`src/rtl/spms_pkg.sv`:
```
package spms_pkg;

	// Operation codes carried on the opcode field.
	localparam logic OP_PUSH = 1'b0;
	localparam logic OP_POP  = 1'b1;

	// Result status codes.
	localparam logic [1:0] ST_OK        = 2'd0;
	localparam logic [1:0] ST_OVERFLOW  = 2'd1;
	localparam logic [1:0] ST_UNDERFLOW = 2'd2;

	// Width of one stored value and the value returned by a pop of an empty stack.
	localparam int unsigned DATA_W = 32;
	localparam logic [DATA_W-1:0] UNDERFLOW_VALUE = 32'h7FFF_FFFF;

	// Per-cycle commands to the slot memory.
	typedef struct packed {
		logic wr_data_en;
		logic wr_link_en;
		logic rd_en;
	} spms_mem_ctl_t;

endpackage

```
`src/rtl/shared_pool_multi_stack_core.sv`:
```
// Channel   Direction  Handshake            Word
// input     in         in_valid / in_stall  opcode, stack_id, push_value
// output    out        out_valid / out_stall pop_value, status
//
// One push or pop is accepted per cycle while in_stall is low; it passes the input register
// and then the output register, where its result is valid.
// The rate is set by the top-of-stack and free-list caches, which let every item finish
// in one pass while the slot memory read for the next one lands in the following cycle.
// Reset empties all stacks at once; a high-water count stands in for the initial link chain.
// A stalled result holds in the output register; the input register then fills and stalls.
module shared_pool_multi_stack_core import spms_pkg::*; #(
	parameter int unsigned POOL_SLOTS = 16,
	parameter int unsigned STACKS     = 4
) (
	input  logic                     clk,
	input  logic                     arst_n,
	input  logic                     in_valid,
	output logic                     in_stall,
	input  logic                     opcode,
	input  logic [1:0]               stack_id,
	input  logic signed [DATA_W-1:0] push_value,
	output logic                     out_valid,
	input  logic                     out_stall,
	output logic signed [DATA_W-1:0] pop_value,
	output logic [1:0]               status
);

	localparam int unsigned LW = $clog2(POOL_SLOTS + 1);
	localparam int unsigned AW = $clog2(POOL_SLOTS);
	localparam int unsigned SW = (STACKS > 1) ? $clog2(STACKS) : 1;
	localparam logic [LW-1:0] NULL_SLOT = LW'(POOL_SLOTS);
	localparam logic [LW-1:0] LAST_SLOT = LW'(POOL_SLOTS - 1);

	// Input register.
	logic              valid_s1;
	logic              opcode_s1;
	logic [1:0]        stack_id_s1;
	logic [DATA_W-1:0] push_value_s1;

	// Output register.
	logic              out_valid_q;
	logic [DATA_W-1:0] pop_value_q;
	logic [1:0]        status_q;

	// Free list head, its successor and the high-water count of slots ever used.
	logic [LW-1:0] free_head_q;
	logic [LW-1:0] free_next_q;
	logic          fn_pend_q;
	logic [LW-1:0] hw_q;

	// Per-stack top slot with a copy of its link and value.
	logic [LW-1:0]     top_q      [STACKS];
	logic [LW-1:0]     top_link_q [STACKS];
	logic [DATA_W-1:0] top_data_q [STACKS];
	logic              st_pend_q;
	logic [SW-1:0]     st_pend_id_q;

	// Side data of the last memory read.
	logic          rd_fresh_q;
	logic [LW-1:0] rd_calc_q;

	// Memory interface.
	spms_mem_ctl_t     mem_ctl;
	logic [AW-1:0]     wr_addr;
	logic [LW-1:0]     wr_link;
	logic [AW-1:0]     rd_addr;
	logic [DATA_W-1:0] rd_data;
	logic [LW-1:0]     rd_link;

	// Item decode.
	logic              advance;
	logic              fire;
	logic              accept;
	logic              sid_ok;
	logic [SW-1:0]     idx;
	logic [LW-1:0]     cur_top;
	logic [LW-1:0]     cur_link;
	logic [DATA_W-1:0] cur_data;
	logic              push_ok;
	logic              pop_ok;
	logic [LW-1:0]     fn_eff;
	logic [LW-1:0]     hw_next;
	logic              fn_touched;
	logic [LW-1:0]     tl_eff [STACKS];
	logic [DATA_W-1:0] td_eff [STACKS];

	// Handshake control.
	assign advance  = !out_valid_q || !out_stall;
	assign fire     = valid_s1 && advance;
	assign in_stall = valid_s1 && !advance;
	assign accept   = in_valid && !in_stall;

	always_ff @(posedge clk or negedge arst_n) begin
		if (!arst_n) begin
			valid_s1 <= 1'b0;
		end else if (accept) begin
			valid_s1 <= 1'b1;
		end else if (fire) begin
			valid_s1 <= 1'b0;
		end
	end

	always_ff @(posedge clk) begin
		if (accept) begin
			opcode_s1     <= opcode;
			stack_id_s1   <= stack_id;
			push_value_s1 <= push_value;
		end
	end

	// Resolve values whose memory read landed this cycle.
	assign fn_eff = fn_pend_q ? (rd_fresh_q ? rd_calc_q : rd_link) : free_next_q;

	always_comb begin
		for (int i = 0; i < STACKS; i++) begin
			if (st_pend_q && st_pend_id_q == SW'(i)) begin
				tl_eff[i] = rd_link;
				td_eff[i] = rd_data;
			end else begin
				tl_eff[i] = top_link_q[i];
				td_eff[i] = top_data_q[i];
			end
		end
	end

	// Decode of the item in the input register.
	assign sid_ok   = 32'(stack_id_s1) < STACKS;
	assign idx      = SW'(stack_id_s1);
	assign cur_top  = top_q[idx];
	assign cur_link = tl_eff[idx];
	assign cur_data = td_eff[idx];
	assign push_ok  = (opcode_s1 == OP_PUSH) && sid_ok && (free_head_q < NULL_SLOT);
	assign pop_ok   = (opcode_s1 == OP_POP) && sid_ok && (cur_top < NULL_SLOT);

	// Slots at or above the high-water count have never been linked; their link is computed, not read.
	assign hw_next    = (push_ok && free_head_q == hw_q) ? hw_q + LW'(1) : hw_q;
	assign fn_touched = fn_eff < hw_next;

	// Memory commands.
	always_comb begin
		mem_ctl = '0;
		wr_addr = free_head_q[AW-1:0];
		wr_link = cur_top;
		rd_addr = fn_eff[AW-1:0];
		if (fire && push_ok) begin
			mem_ctl.wr_data_en = 1'b1;
			mem_ctl.wr_link_en = 1'b1;
			mem_ctl.rd_en      = fn_touched;
		end else if (fire && pop_ok) begin
			wr_addr            = cur_top[AW-1:0];
			wr_link            = free_head_q;
			rd_addr            = cur_link[AW-1:0];
			mem_ctl.wr_link_en = 1'b1;
			mem_ctl.rd_en      = cur_link < NULL_SLOT;
		end
	end

	spms_slot_mem #(
		.SLOTS  (POOL_SLOTS),
		.LINK_W (LW)
	) u_slot_mem (
		.clk     (clk),
		.ctl     (mem_ctl),
		.wr_addr (wr_addr),
		.wr_data (push_value_s1),
		.wr_link (wr_link),
		.rd_addr (rd_addr),
		.rd_data (rd_data),
		.rd_link (rd_link)
	);

	// Free list state.
	always_ff @(posedge clk or negedge arst_n) begin
		if (!arst_n) begin
			free_head_q <= '0;
			free_next_q <= LW'(1);
			fn_pend_q   <= 1'b0;
			hw_q        <= '0;
			rd_fresh_q  <= 1'b0;
			rd_calc_q   <= NULL_SLOT;
		end else begin
			hw_q <= hw_next;
			if (fire && push_ok) begin
				free_head_q <= fn_eff;
				free_next_q <= fn_eff;
				fn_pend_q   <= 1'b1;
				rd_fresh_q  <= !fn_touched;
				rd_calc_q   <= (fn_eff >= LAST_SLOT) ? NULL_SLOT : fn_eff + LW'(1);
			end else if (fire && pop_ok) begin
				free_head_q <= cur_top;
				free_next_q <= free_head_q;
				fn_pend_q   <= 1'b0;
				rd_fresh_q  <= 1'b0;
			end else begin
				free_next_q <= fn_eff;
				fn_pend_q   <= 1'b0;
			end
		end
	end

	// Stack tops and pending read tracking.
	always_ff @(posedge clk or negedge arst_n) begin
		if (!arst_n) begin
			for (int i = 0; i < STACKS; i++) begin
				top_q[i] <= NULL_SLOT;
			end
			st_pend_q    <= 1'b0;
			st_pend_id_q <= '0;
		end else if (fire && push_ok) begin
			top_q[idx] <= free_head_q;
			st_pend_q  <= 1'b0;
		end else if (fire && pop_ok) begin
			top_q[idx]   <= (cur_link > NULL_SLOT) ? NULL_SLOT : cur_link;
			st_pend_q    <= 1'b1;
			st_pend_id_q <= idx;
		end else begin
			st_pend_q <= 1'b0;
		end
	end

	// Cached link and value of each top slot.
	always_ff @(posedge clk) begin
		for (int i = 0; i < STACKS; i++) begin
			if (fire && push_ok && idx == SW'(i)) begin
				top_link_q[i] <= cur_top;
				top_data_q[i] <= push_value_s1;
			end else begin
				top_link_q[i] <= tl_eff[i];
				top_data_q[i] <= td_eff[i];
			end
		end
	end

	// Output register.
	always_ff @(posedge clk or negedge arst_n) begin
		if (!arst_n) begin
			out_valid_q <= 1'b0;
		end else if (fire) begin
			out_valid_q <= 1'b1;
		end else if (!out_stall) begin
			out_valid_q <= 1'b0;
		end
	end

	always_ff @(posedge clk) begin
		if (fire) begin
			priority if (opcode_s1 == OP_PUSH) begin
				pop_value_q <= '0;
				status_q    <= push_ok ? ST_OK : ST_OVERFLOW;
			end else if (pop_ok) begin
				pop_value_q <= cur_data;
				status_q    <= ST_OK;
			end else begin
				pop_value_q <= UNDERFLOW_VALUE;
				status_q    <= ST_UNDERFLOW;
			end
		end
	end

	assign out_valid = out_valid_q;
	assign pop_value = pop_value_q;
	assign status    = status_q;

	// The memory is never read at the slot being written in the same cycle.
	a_rd_wr_apart: assert property (@(posedge clk) disable iff (!arst_n)
		(mem_ctl.rd_en && mem_ctl.wr_link_en) |-> (rd_addr != wr_addr))
		else $error("slot memory read and write collide");

	// The high-water count never passes the pool size.
	a_hw_range: assert property (@(posedge clk) disable iff (!arst_n)
		hw_q <= NULL_SLOT)
		else $error("high-water count out of range");

	// A successful push advances the free list head to its successor.
	a_push_head: assert property (@(posedge clk) disable iff (!arst_n)
		(fire && push_ok) |=> (free_head_q == $past(fn_eff)))
		else $error("free list head not advanced by push");

	// An underflow result always carries the underflow value.
	a_underflow_value: assert property (@(posedge clk) disable iff (!arst_n)
		(out_valid_q && status_q == ST_UNDERFLOW) |-> (pop_value_q == UNDERFLOW_VALUE))
		else $error("underflow result with wrong value");

endmodule

```
`src/rtl/spms_slot_mem.sv`:
```
module spms_slot_mem import spms_pkg::*; #(
	parameter int unsigned SLOTS  = 16,
	parameter int unsigned LINK_W = 5
) (
	input  logic                          clk,
	input  spms_mem_ctl_t                 ctl,
	input  logic [$clog2(SLOTS)-1:0]      wr_addr,
	input  logic [DATA_W-1:0]             wr_data,
	input  logic [LINK_W-1:0]             wr_link,
	input  logic [$clog2(SLOTS)-1:0]      rd_addr,
	output logic [DATA_W-1:0]             rd_data,
	output logic [LINK_W-1:0]             rd_link
);

	logic [DATA_W-1:0] data_mem [SLOTS];
	logic [LINK_W-1:0] link_mem [SLOTS];
	logic [DATA_W-1:0] rd_data_q;
	logic [LINK_W-1:0] rd_link_q;

	// Write port: a push writes value and link, a pop rewrites the link only.
	always_ff @(posedge clk) begin
		if (ctl.wr_data_en) begin
			data_mem[wr_addr] <= wr_data;
		end
		if (ctl.wr_link_en) begin
			link_mem[wr_addr] <= wr_link;
		end
	end

	// Registered read port; the word is used by the following item.
	always_ff @(posedge clk) begin
		if (ctl.rd_en) begin
			rd_data_q <= data_mem[rd_addr];
			rd_link_q <= link_mem[rd_addr];
		end
	end

	assign rd_data = rd_data_q;
	assign rd_link = rd_link_q;

endmodule
```
`config.mk`:
```
export PLATFORM = sky130hd
export DESIGN_NAME = shared_pool_multi_stack_core
export DESIGN_NICKNAME = d
export VERILOG_FILES = /design/src/rtl/spms_pkg.sv /design/src/rtl/shared_pool_multi_stack_core.sv /design/src/rtl/spms_slot_mem.sv
export SDC_FILE = /design/constraint.sdc
export NUM_CORES = 1
export LEC_CHECK = 0
export BUFFER_PORTS_ARGS = -buffer_cell sky130_fd_sc_hd__buf_2
export CORE_UTILIZATION = 31
export CTS_CLUSTER_SIZE = 40
export DETAILED_ROUTE_END_ITERATION = 10
export GPL_ROUTABILITY_DRIVEN = 1
export PLACE_DENSITY = 0.45
export SKIP_CTS_REPAIR_TIMING = 1
export SLEW_MARGIN = 20
export SYNTH_ARGS = -nofsm -noshare
export SYNTH_HDL_FRONTEND = slang
export SYNTH_SLANG_ARGS = --single-unit
export TNS_END_PERCENT = 10
```
`constraint.sdc`:
```
create_clock -name clk -period 6.85 [get_ports clk]
set_clock_uncertainty 0.1 [all_clocks]
set_input_delay 0.3425 -clock clk [delete_from_list [all_inputs] [get_ports clk]]
set_output_delay 0.3425 -clock clk [all_outputs]
set_load 0.02 [all_outputs]
```
==> key figures, run 1 <==
Run status
  • Status: completed

Clock network
  • H-tree depth: 3
  • CTS Sinks: 893
  • Worst-path clk slew: 0.06 ns
  • Maximum buffer depth of the clock tree: 3
  • CTS tree: yes
  • CTS Buf Count: 96
  • Root buffer cell: clkbuf_16
  • Clk_lat worst skew: 0.65 ns

Yosys
  • Synth Area in Compound Gates: 10.4%
  • Post-synth EDFFs: 698
  • Post-synthesis xor/xnor area fraction: 0.245%
  • Combinational family with the most area after synthesis: compound AO/OA/AOI/OAI gates
  • Syn_nets: 2,656
  • Mapped cell area: 35,800 um2
  • Simple-gate area share of the yosys netlist: 7.10%
  • Post-synthesis mux area share: 9.40%
  • Synth cell types: 67
  • Post-Synth Adder-Cell Area: 0.245%
  • Post-Syn Instances: 2,610
  • Synthesized area per cell: 13.7 um2
  • Ys async rst share: 5.26%
  • Ys Warns: 0
  • Seq cells post-synth: 893
  • Register area share after synthesis: 70.1%
  • Ys flop type: edfxtp_1

Global routing
  • Global Route Usage Sum: 17.0%
  • Initial antenna violation count: 1
  • Pin count of the biggest net entering global routing: 108
  • Total global routing overflow: 0
  • Wire length of the first global-routing pass: 148,000 um
  • Vias in the first global route: 21.7k

Timing
  • Final worst-path cycle share: 78.2%
  • Relative slew slack: 24.6%
  • Worst-margin pin slew: 1.13 ns
  • Final hold vios: 0
  • Setup tns final: 0 ns
  • Fin. max-slew vios: 0
  • Final min period: 5.36 ns
  • Setup violations, final: 0
  • Final WS setup: 1.49 ns
  • RSZ-0062 raised after global routing: false
  • Max Freq: 187 MHz

Drt
  • Pre-Repair DR Iteration Count: 5
  • DRT iter0 DRCs: 1,769
  • WL per Instance: 23.5 um
  • Post-DR vias/cell: 5.14
  • Routed WL: 101,000 um
  • Final ANT Viol Nets: 0
  • # DRC: 0
  • Vias: 22.0k

Finish
  • Share of layout cells above drive strength 1: 12.0%
  • Final core occ: 36.4%
  • # fillers: 10.7k
  • Register Area: 25,100 um2
  • Final nets: 2,741
  • Fin cells: 4,286
  • Area occupied by multi-input gates: 10,000 um2
  • Diodes inserted: 0
  • Layout area overhead: 16.2%

Place
  • Post-Place Worst Slack: 1.48 ns
  • I/O Buffers: 74
  • Placer Congestion: 0.787
  • Dpl cells: 4,068
  • Post-DP HPWL: 62,100 um

Critical path
  • Crit Path Category: reg -> reg
  • Worst path arrival time: 5.63 ns
  • CP endpoint kind: flop
  • R2R Setup Slk: 1.49 ns
  • CP Launch Type: flop
  • Max FO, Critical Path: 55
  • Critical Path RT: 7.12 ns

Die
  • Die height: 342 um
  • Initial core utilization: 31.3%
  • Core area: 114,000 um2
  • Die Wd: 342 um
  • Die ar.: 117,000 um2
  • Row count: 124
  • # IOs: 75

Power and ir drop
  • P per Cell Area: 428 nW/um2
  • Pwr Total: 0.0178 W
  • Peak supply drop: 0.264 mV
  • Leakage: 15.3 nW

Hold path
  • Hold Path Class: in -> async

Job
  • Maximum capacitance violations: 0
[per-stage QoR]
| stage | area, um2 | hold slack (ns) |
|---|---|---|
| 2_1_floorplan | 35800 | -0.0531 |
| 3_3_place_gp | 37800 | 0.353 |
| 3_5_place_dp | 38100 | 0.373 |
| 4_1_cts | 41200 | -0.316 |
| 5_1_grt | 41600 | 0.274 |
| 6_report | 41600 | 0.230 |
[cell type report]
type,instances,area share (%)
timing repair buffer,166,3.48
multi-input combinational,1524,24.1
inverter,14,0.126
sequential,893,60.3
clock inverter,46,1.03
clock buffer,131,6.40
tap,1512,4.55
[synthesized netlist by cell type, types with 10 or more instances]
cell type	count	share of area, %
edfxtp_1	698	59
nand3_1	41	0.57
clkbuf_1	96	1.0
a21oi_1	275	3.8
o31a_1	22	0.54
mux4_2	16	1.0
o21ai_0	21	0.29
a211oi_1	10	0.21
mux2i_1	299	8.4
buf_1	19	0.20
a221o_1	37	1.0
dfxtp_1	148	8.3
buf_4	14	0.29
inv_1	11	0.12
a311oi_1	37	0.91
buf_2	41	0.57
a221oi_1	38	0.93
o22a_1	12	0.29
nor2_1	207	2.2
nand2_1	320	3.4
dfrtp_1	41	2.9
a21boi_0	12	0.25
o22ai_1	81	1.4
[final timing paths]
kind,startpoint,endpoint,depth (start not counted)
max,idx[1]$_DFFE_PP_,u_slot_mem.rd_data[2]$_DFFE_PP_,9
max reg2reg,idx[1]$_DFFE_PP_,u_slot_mem.rd_data[2]$_DFFE_PP_,9
min in group clk,push_value[12],push_value_s1[12]$_DFFE_PP_,2
min,arst_n,hw_q[1]$_DFF_PN0_,3
min reg2reg,top_link_q[3][0]$_DFF_P_,top_link_q[3][0]$_DFF_P_,2
max in group asynchronous,arst_n,top_q[13]$_DFFE_PN0P_,3
[kinds of logic (layout without fill, tap and decap cells)]
group	after synthesis	count (layout)
xor+xnor	10	10
simple gates	616	616
buf+inv	193	357
fa+ha+maj	7	7
flops	893	893
mux	316	316
compound gates	575	575
[layout by cell type, fill, tap and decap left out, types with 6 or more instances in the layout]
| master | n |
|---|---|
| clkbuf_16 | 99 |
| ha_1 | 7 |
| edfxtp_1 | 698 |
| a21oi_1 | 275 |
| a21boi_0 | 12 |
| o31a_1 | 22 |
| a311oi_1 | 37 |
| buf_4 | 33 |
| a221oi_1 | 38 |
| nand3_1 | 40 |
| dfxtp_1 | 148 |
| nor2_1 | 191 |
| buf_12 | 15 |
| clkinv_1 | 13 |
| o21ai_0 | 19 |
| o22a_1 | 12 |
| dfstp_2 | 6 |
| clkbuf_1 | 25 |
| o22ai_1 | 81 |
| clkinv_2 | 20 |
| nand2b_1 | 6 |
| dlygate4sd3_1 | 39 |
| a221o_1 | 37 |
| a211oi_1 | 10 |
| mux4_2 | 16 |
| clkbuf_8 | 6 |
| nand2_1 | 315 |
| bufinv_16 | 7 |
| mux2i_1 | 299 |
| dfrtp_1 | 41 |
| inv_1 | 10 |
| nor2_4 | 16 |
| buf_2 | 74 |
| xor2_1 | 7 |
[flip-flops by register name (all words and copies together), names as in the netlist, 2 cells and up]
signal / cells
u_slot_mem.data_mem: 512
top_data_q: 128
u_slot_mem.link_mem: 80
pop_value: 32
push_value_s1: 32
u_slot_mem.rd_data: 32
top_link_q: 20
top_q: 20
free_head_q: 5
free_next_q: 5
hw_q: 5
rd_calc_q: 5
u_slot_mem.rd_link: 5
idx: 2
st_pend_id_q: 2
status: 2
[worst max-delay path: stages (launching register included)]
cell and delay, ns:
edfxtp_1 0.97, mux4_2 0.90, nand3b_4 0.48, a21o_1 0.20, o21a_4 0.70, buf_4 0.53, mux2i_1 0.26, o22ai_1 0.12
a311oi_1 0.59, nand2_1 0.13
[where the power goes]
group	total [W]	internal (W)	switching, W
clock	0.00511	0.00298	0.00213
combinational	0.00527	0.00182	0.00345
sequential	0.00744	0.00690	0.000538
total	0.0178	0.0117	0.00611
[layer usage]
metal	vias up	wire length, um	track usage [%]
met3	127	6340	3.41
met5	-	0	0
li1	10058	-	-
met4	0	2090	5.17
met1	11158	48000	24.8
met2	698	44100	25.3
(Power assumes the default switching activity.)
==> run 2, diff against run 1 <==
Clock period 6.85 ns to 5.6 ns, I/O delays scaled along.
==> key figures, run 2 (same netlist as run 1, synthesis figures left out) <==
Run status
  • Status: completed

Clock network
  • Root buffer cell: clkbuf_16
  • H-tree depth: 3
  • Maximum buffer depth of the clock tree: 3
  • CTS Buf Count: 97
  • Worst-path clk slew: 0.07 ns
  • Clk_lat worst skew: 0.68 ns
  • CTS tree: yes
  • CTS Sinks: 893

Drt
  • Final ANT Viol Nets: 0
  • Routed WL: 104,000 um
  • Vias: 22.2k
  • DRT iter0 DRCs: 1,727
  • Post-DR vias/cell: 5.16
  • # DRC: 0
  • WL per Instance: 24.1 um
  • Pre-Repair DR Iteration Count: 6

Finish
  • Layout area overhead: 17.0%
  • Max reg flops: 512
  • Commonest non-fill, non-tap cell in the layout: edfxtp_1
  • Biggest regs: u_slot_mem.data_mem (512), top_data_q (128), u_slot_mem.link_mem (80)
  • Most frequent cells in the layout: edfxtp_1 (698), nand2_1 (315), mux2i_1 (299)
  • # fillers: 10.9k
  • Final nets: 2,759
  • Largest Register: u_slot_mem.data_mem
  • Share of layout cells above drive strength 1: 12.7%

Timing
  • Final worst-path cycle share: 76.6%
  • Final hold vios: 0
  • Setup violations, final: 0
  • RSZ-0062 raised after global routing: false
  • WHS: 0.0845 ns
  • Setup tns final: 0 ns
  • Max Freq: 233 MHz
  • Final min period: 4.29 ns
  • Worst-margin pin slew: 1.04 ns
  • Fin. max-slew vios: 0
  • Relative slew slack: 30.6%
  • Final WS setup: 1.31 ns

Place
  • I/O Buffers: 74
  • Post-DP HPWL: 60,700 um
  • Post-Place Worst Slack: 1.29 ns
  • Placer Congestion: 0.808

Die
  • Die Wd: 342 um
  • # IOs: 75
  • Initial core utilization: 31.3%
  • Row count: 124
  • Core area: 114,000 um2
  • Die height: 342 um
  • Die ar.: 117,000 um2

Critical path
  • Worst path max stage delay: 0.81 ns
  • R2R Setup Slk: 1.31 ns
  • CP Cell Sequence: mux4_2 > nand3b_4 > inv_2 > mux2i_1 > nand2b_1 > nor2_4 > buf_4
  • Max FO, Critical Path: 25
  • CP endpoint kind: flop
  • CP Launch Type: flop
  • Critical Path Slowest Stage Cell: nor2_4
  • Worst path arrival time: 4.55 ns
  • Critical Path RT: 5.86 ns
  • Crit Path Category: reg -> reg

Global routing
  • Pin count of the biggest net entering global routing: 112
  • Initial antenna violation count: 1
  • Vias in the first global route: 21.8k
  • Total global routing overflow: 0
  • Wire length of the first global-routing pass: 151,000 um
  • Global Route Usage Sum: 17.6%

Hold path
  • Hold Path Class: in -> async

Job
  • Maximum capacitance violations: 0

Power and ir drop
  • Peak supply drop: 0.386 mV
  • Leakage: 15.5 nW
  • P per Cell Area: 533 nW/um2
==> run 2: cell types whose count changed in the layout (fill, tap and decap cells not counted), moves of 5 or more <==
cell       previous run  this run
buf_4                33        59
bufinv_16             7        16
clkbuf_1             25        17
clkinv_1             13        20
buf_16                5         0
==> run 2: final cells by class <==
type / count / area, um2 / area share, %
Sequential cell: 893 / 25100 / 59.9
Multi-Input combinational cell: 1524 / 10000 / 23.9
Clock buffer: 121 / 2620 / 6.26
Tap cell: 1512 / 1890 / 4.52
Timing Repair Buffer: 183 / 1440 / 3.44
Clock inverter: 62 / 752 / 1.80
Inverter: 14 / 52.6 / 0.125
Antenna cell: 2 / 5.00 / 0.0119
==> run 2: final timing paths <==
| check | from | endpoint | cells after the start |
|---|---|---|---|
| setup reg to reg | idx[0]$_DFFE_PP_ | u_slot_mem.data_mem[10][13]$_DFFE_PP_ | 7 |
| hold / removal | arst_n | free_head_q[4]$_DFFE_PN0N_ | 2 |
| hold reg to reg | valid_s1$_DFFE_PN0P_ | out_valid$_DFFE_PN0P_ | 1 |
| max in group asynchronous | arst_n | top_q[1]$_DFFE_PN0P_ | 2 |
| min in group clk | push_value[1] | push_value_s1[1]$_DFFE_PP_ | 2 |
| setup / recovery | idx[0]$_DFFE_PP_ | u_slot_mem.data_mem[10][13]$_DFFE_PP_ | 7 |
==> run 2: per-layer routing <==
layer / wire, um / part of all wire (%) / up-vias / track usage, %
met5: 13 / 0.012 / - / 0
met2: 47100 / 45 / 633 / 27.4
li1: - / - / 10102 / -
met1: 49800 / 48 / 11352 / 25.6
met4: 2110 / 2.0 / 2 / 4.92
met3: 5120 / 4.9 / 137 / 2.54
==> run 2: critical path: cells and delay by family, from the launching register on <==
family | cells | cell delay, ns
mux | 2 | 0.97
buf+inv | 2 | 0.84
flops | 1 | 0.38
simple gates | 3 | 1.65
==> run 2: through the flow <==
stage                     instances  area, um2  power, W  util (%)
final                          4311      41900    0.0223      36.6
after global placement         4087      38100    0.0156      33.3
after detailed placement       4087      38100    0.0157      33.3
after CTS                      4270      41500    0.0225      36.3
after global routing           4309      41900    0.0234      36.6
after floorplan                2610      35800    0.0134         -
==> run 2: where the power goes <==
group          total (W)  internal (W)  switching, W
sequential       0.00910       0.00844      0.000662
combinational    0.00645       0.00232       0.00412
clock            0.00677       0.00407       0.00270
total             0.0223        0.0148       0.00749
==> run 3, diff against run 2 <==
Settings changed: PLACE_DENSITY 0.45 to 0.47.
Clock period 5.6 ns to 3.9 ns, I/O delays scaled along.
==> key figures, run 3 (same netlist as run 1, synthesis figures left out) <==
Run status
  • Status: finished, violations left
  • Violated checks: negative hold slack

Critical path
  • CP Depth: 10
  • CP delay by family, top: compound AO/OA/AOI/OAI gates
  • CP startpoint: st_pend_id_q[0]$_DFFE_PN0P_
  • CP Cell Sequence: or3b_4 > a211oi_1 > nor4_2 > buf_4 > a21oi_4 > buf_12 > buf_4 > nand3_1 > a311oi_1 > nand2_1
  • Crit Path Category: reg -> reg
  • R2R Path End: u_slot_mem.rd_data[28]$_DFFE_PP_
  • CP endpoint kind: flop
  • Path depth of the worst reg2reg path: 10
  • Worst flop-to-flop path startpoint: st_pend_id_q[0]$_DFFE_PN0P_
  • Critical Path End: u_slot_mem.rd_data[28]$_DFFE_PP_
  • Worst path arrival time: 3.97 ns
  • CP Launch Type: flop
  • R2R Setup Slk: 0.19 ns
  • WP buf/inv: 3
  • Critical Path RT: 4.16 ns
  • CP most frequent cell: buf_4
  • Critical Path Slowest Stage Cell: dfrtp_1
  • Max FO, Critical Path: 24
  • Worst path max stage delay: 0.55 ns

Global routing
  • Vias in the first global route: 21.9k
  • Total global routing overflow: 0
  • Global Route Usage Sum: 17.0%
  • Pin count of the biggest net entering global routing: 69
  • Wire length of the first global-routing pass: 147,000 um
  • Initial antenna violation count: 1

Clock network
  • CTS tree: yes
  • CTS Sinks: 893
  • Maximum buffer depth of the clock tree: 3
  • Clk_lat worst skew: 0.66 ns
  • Root buffer cell: clkbuf_16
  • CTS Buf Count: 97
  • H-tree depth: 3
  • Worst-path clk slew: 0.06 ns

Finish
  • Commonest non-fill, non-tap cell in the layout: edfxtp_1
  • Post-route cell area: 42,400 um2
  • # fillers: 10.8k
  • Layout area overhead: 18.5%
  • Share of layout cells above drive strength 1: 14.2%
  • Biggest regs: u_slot_mem.data_mem (512), top_data_q (128), u_slot_mem.link_mem (80)
  • Most frequent cells in the layout: edfxtp_1 (698), nand2_1 (315), mux2i_1 (299)
  • Max reg flops: 512
  • Fin cells: 4,355
  • Largest Register: u_slot_mem.data_mem
  • Diodes inserted: 0
  • Final nets: 2,809

Drt
  • Pre-Repair DR Iteration Count: 5
  • DRT iter0 DRCs: 1,603
  • WL per Instance: 23.4 um
  • Routed WL: 102,000 um
  • Vias: 22.4k
  • Post-DR vias/cell: 5.14
  • # DRC: 0
  • Final ANT Viol Nets: 0

Power and ir drop
  • Flop pwr share: 40.8%
  • Sw Share: 33.8%
  • NetSw: 0.0108 W
  • Internal power: 0.0212 W
  • P per Cell Area: 755 nW/um2
  • Peak supply drop: 0.341 mV
  • Proportion of power drawn by combinational gates: 30.9%
  • Leakage: 15.7 nW
  • Power share of the clock group: 28.3%

Place
  • Placer Congestion: 0.794
  • Post-place instance area: 38,700 um2
  • I/O Buffers: 74
  • Post-DP HPWL: 60,800 um
  • Dpl cells: 4,123

Die
  • Row count: 124
  • Die ar.: 117,000 um2
  • Die Wd: 342 um
  • Die height: 342 um
  • Core area: 114,000 um2
  • Initial core utilization: 31.3%
  • # IOs: 75

Timing
  • Relative slew slack: 34.7%
  • Final hold vios: 7
  • Final min period: 3.71 ns
  • Final worst-path cycle share: 95.1%
  • Max Freq: 270 MHz
  • WHS: -0.00794 ns
  • Worst-margin pin slew: 0.971 ns
  • RSZ-0062 raised after global routing: false
  • Setup tns final: 0 ns
  • Setup violations, final: 0
  • Fin. max-slew vios: 0

Job
  • Maximum capacitance violations: 0

Hold path
  • Hold Path Class: in -> async
run 3: changes by cell type in the layout (fill, tap and decap cells not counted), moves of 3 or more:
cell	previous run	this run
clkbuf_1	17	26
bufinv_16	16	8
buf_12	12	41
buf_4	59	77
clkbuf_8	4	7
clkinv_1	20	15
run 3: layer usage:
layer	vias to the layer above	global-route usage (%)	part of all wire [%]
met5	-	0	0
li1	10205	-	-
met2	732	27.3	47
met3	145	2.79	5.8
met1	11295	23.7	46
met4	0	4.91	2.0
run 3: layout make-up:
class,instances,area (um2),area share (%)
well taps,1512,1890,4.46
clock buffers,131,2650,6.24
multi-input cells,1526,10100,23.7
flip-flops and latches,893,25100,59.2
repair buffers,231,2170,5.10
inverters,14,55.1,0.130
clock inverters,48,490,1.16
run 3: metrics by stage:
stage               setup WS, ns  utilization, %  hold slack, ns  total power, W
finish                     0.193            37.1        -0.00794          0.0320
global placement          0.0293            33.9           0.271          0.0227
CTS                      -0.0841            36.6          -0.437          0.0321
detailed placement       -0.0650            33.9           0.273          0.0230
floorplan                 -0.458               -          -0.201          0.0192
global route              0.0248            37.1          0.0409          0.0336
run 3: power by group through the flow:
stage | registers (W) | logic (W) | clock network, W
after CTS | 0.0130 | 0.00977 | 0.00929
after floorplan | 0.0128 | 0.00636 | 0
after global routing | 0.0132 | 0.0108 | 0.00964
after global placement | 0.0131 | 0.00954 | 0
final | 0.0131 | 0.00991 | 0.00907
after detailed placement | 0.0132 | 0.00973 | 0
run 3: how the worst min path moves through the flow:
stage                     slack (ns)           start  cells past startpoint                     endpoint
after floorplan                -0.20          arst_n                      0          fn_pend_q$_DFF_PN0_
after global placement          0.27   push_value[8]                      1   push_value_s1[8]$_DFFE_PP_
after detailed placement        0.27   push_value[8]                      1   push_value_s1[8]$_DFFE_PP_
after CTS                      -0.44  push_value[10]                      1  push_value_s1[10]$_DFFE_PP_
after global routing            0.04          arst_n                      2            hw_q[1]$_DFF_PN0_
final                         -0.008          arst_n                      2            hw_q[1]$_DFF_PN0_
run 3: worst register-to-register path, stage by stage (launching register included):
cell      delay (ns)
dfrtp_1         0.55
or3b_4          0.54
a211oi_1        0.36
nor4_2          0.11
buf_4           0.20
a21oi_4         0.28
buf_12          0.23
buf_4           0.34
nand3_1         0.14
a311oi_1        0.40
nand2_1         0.17
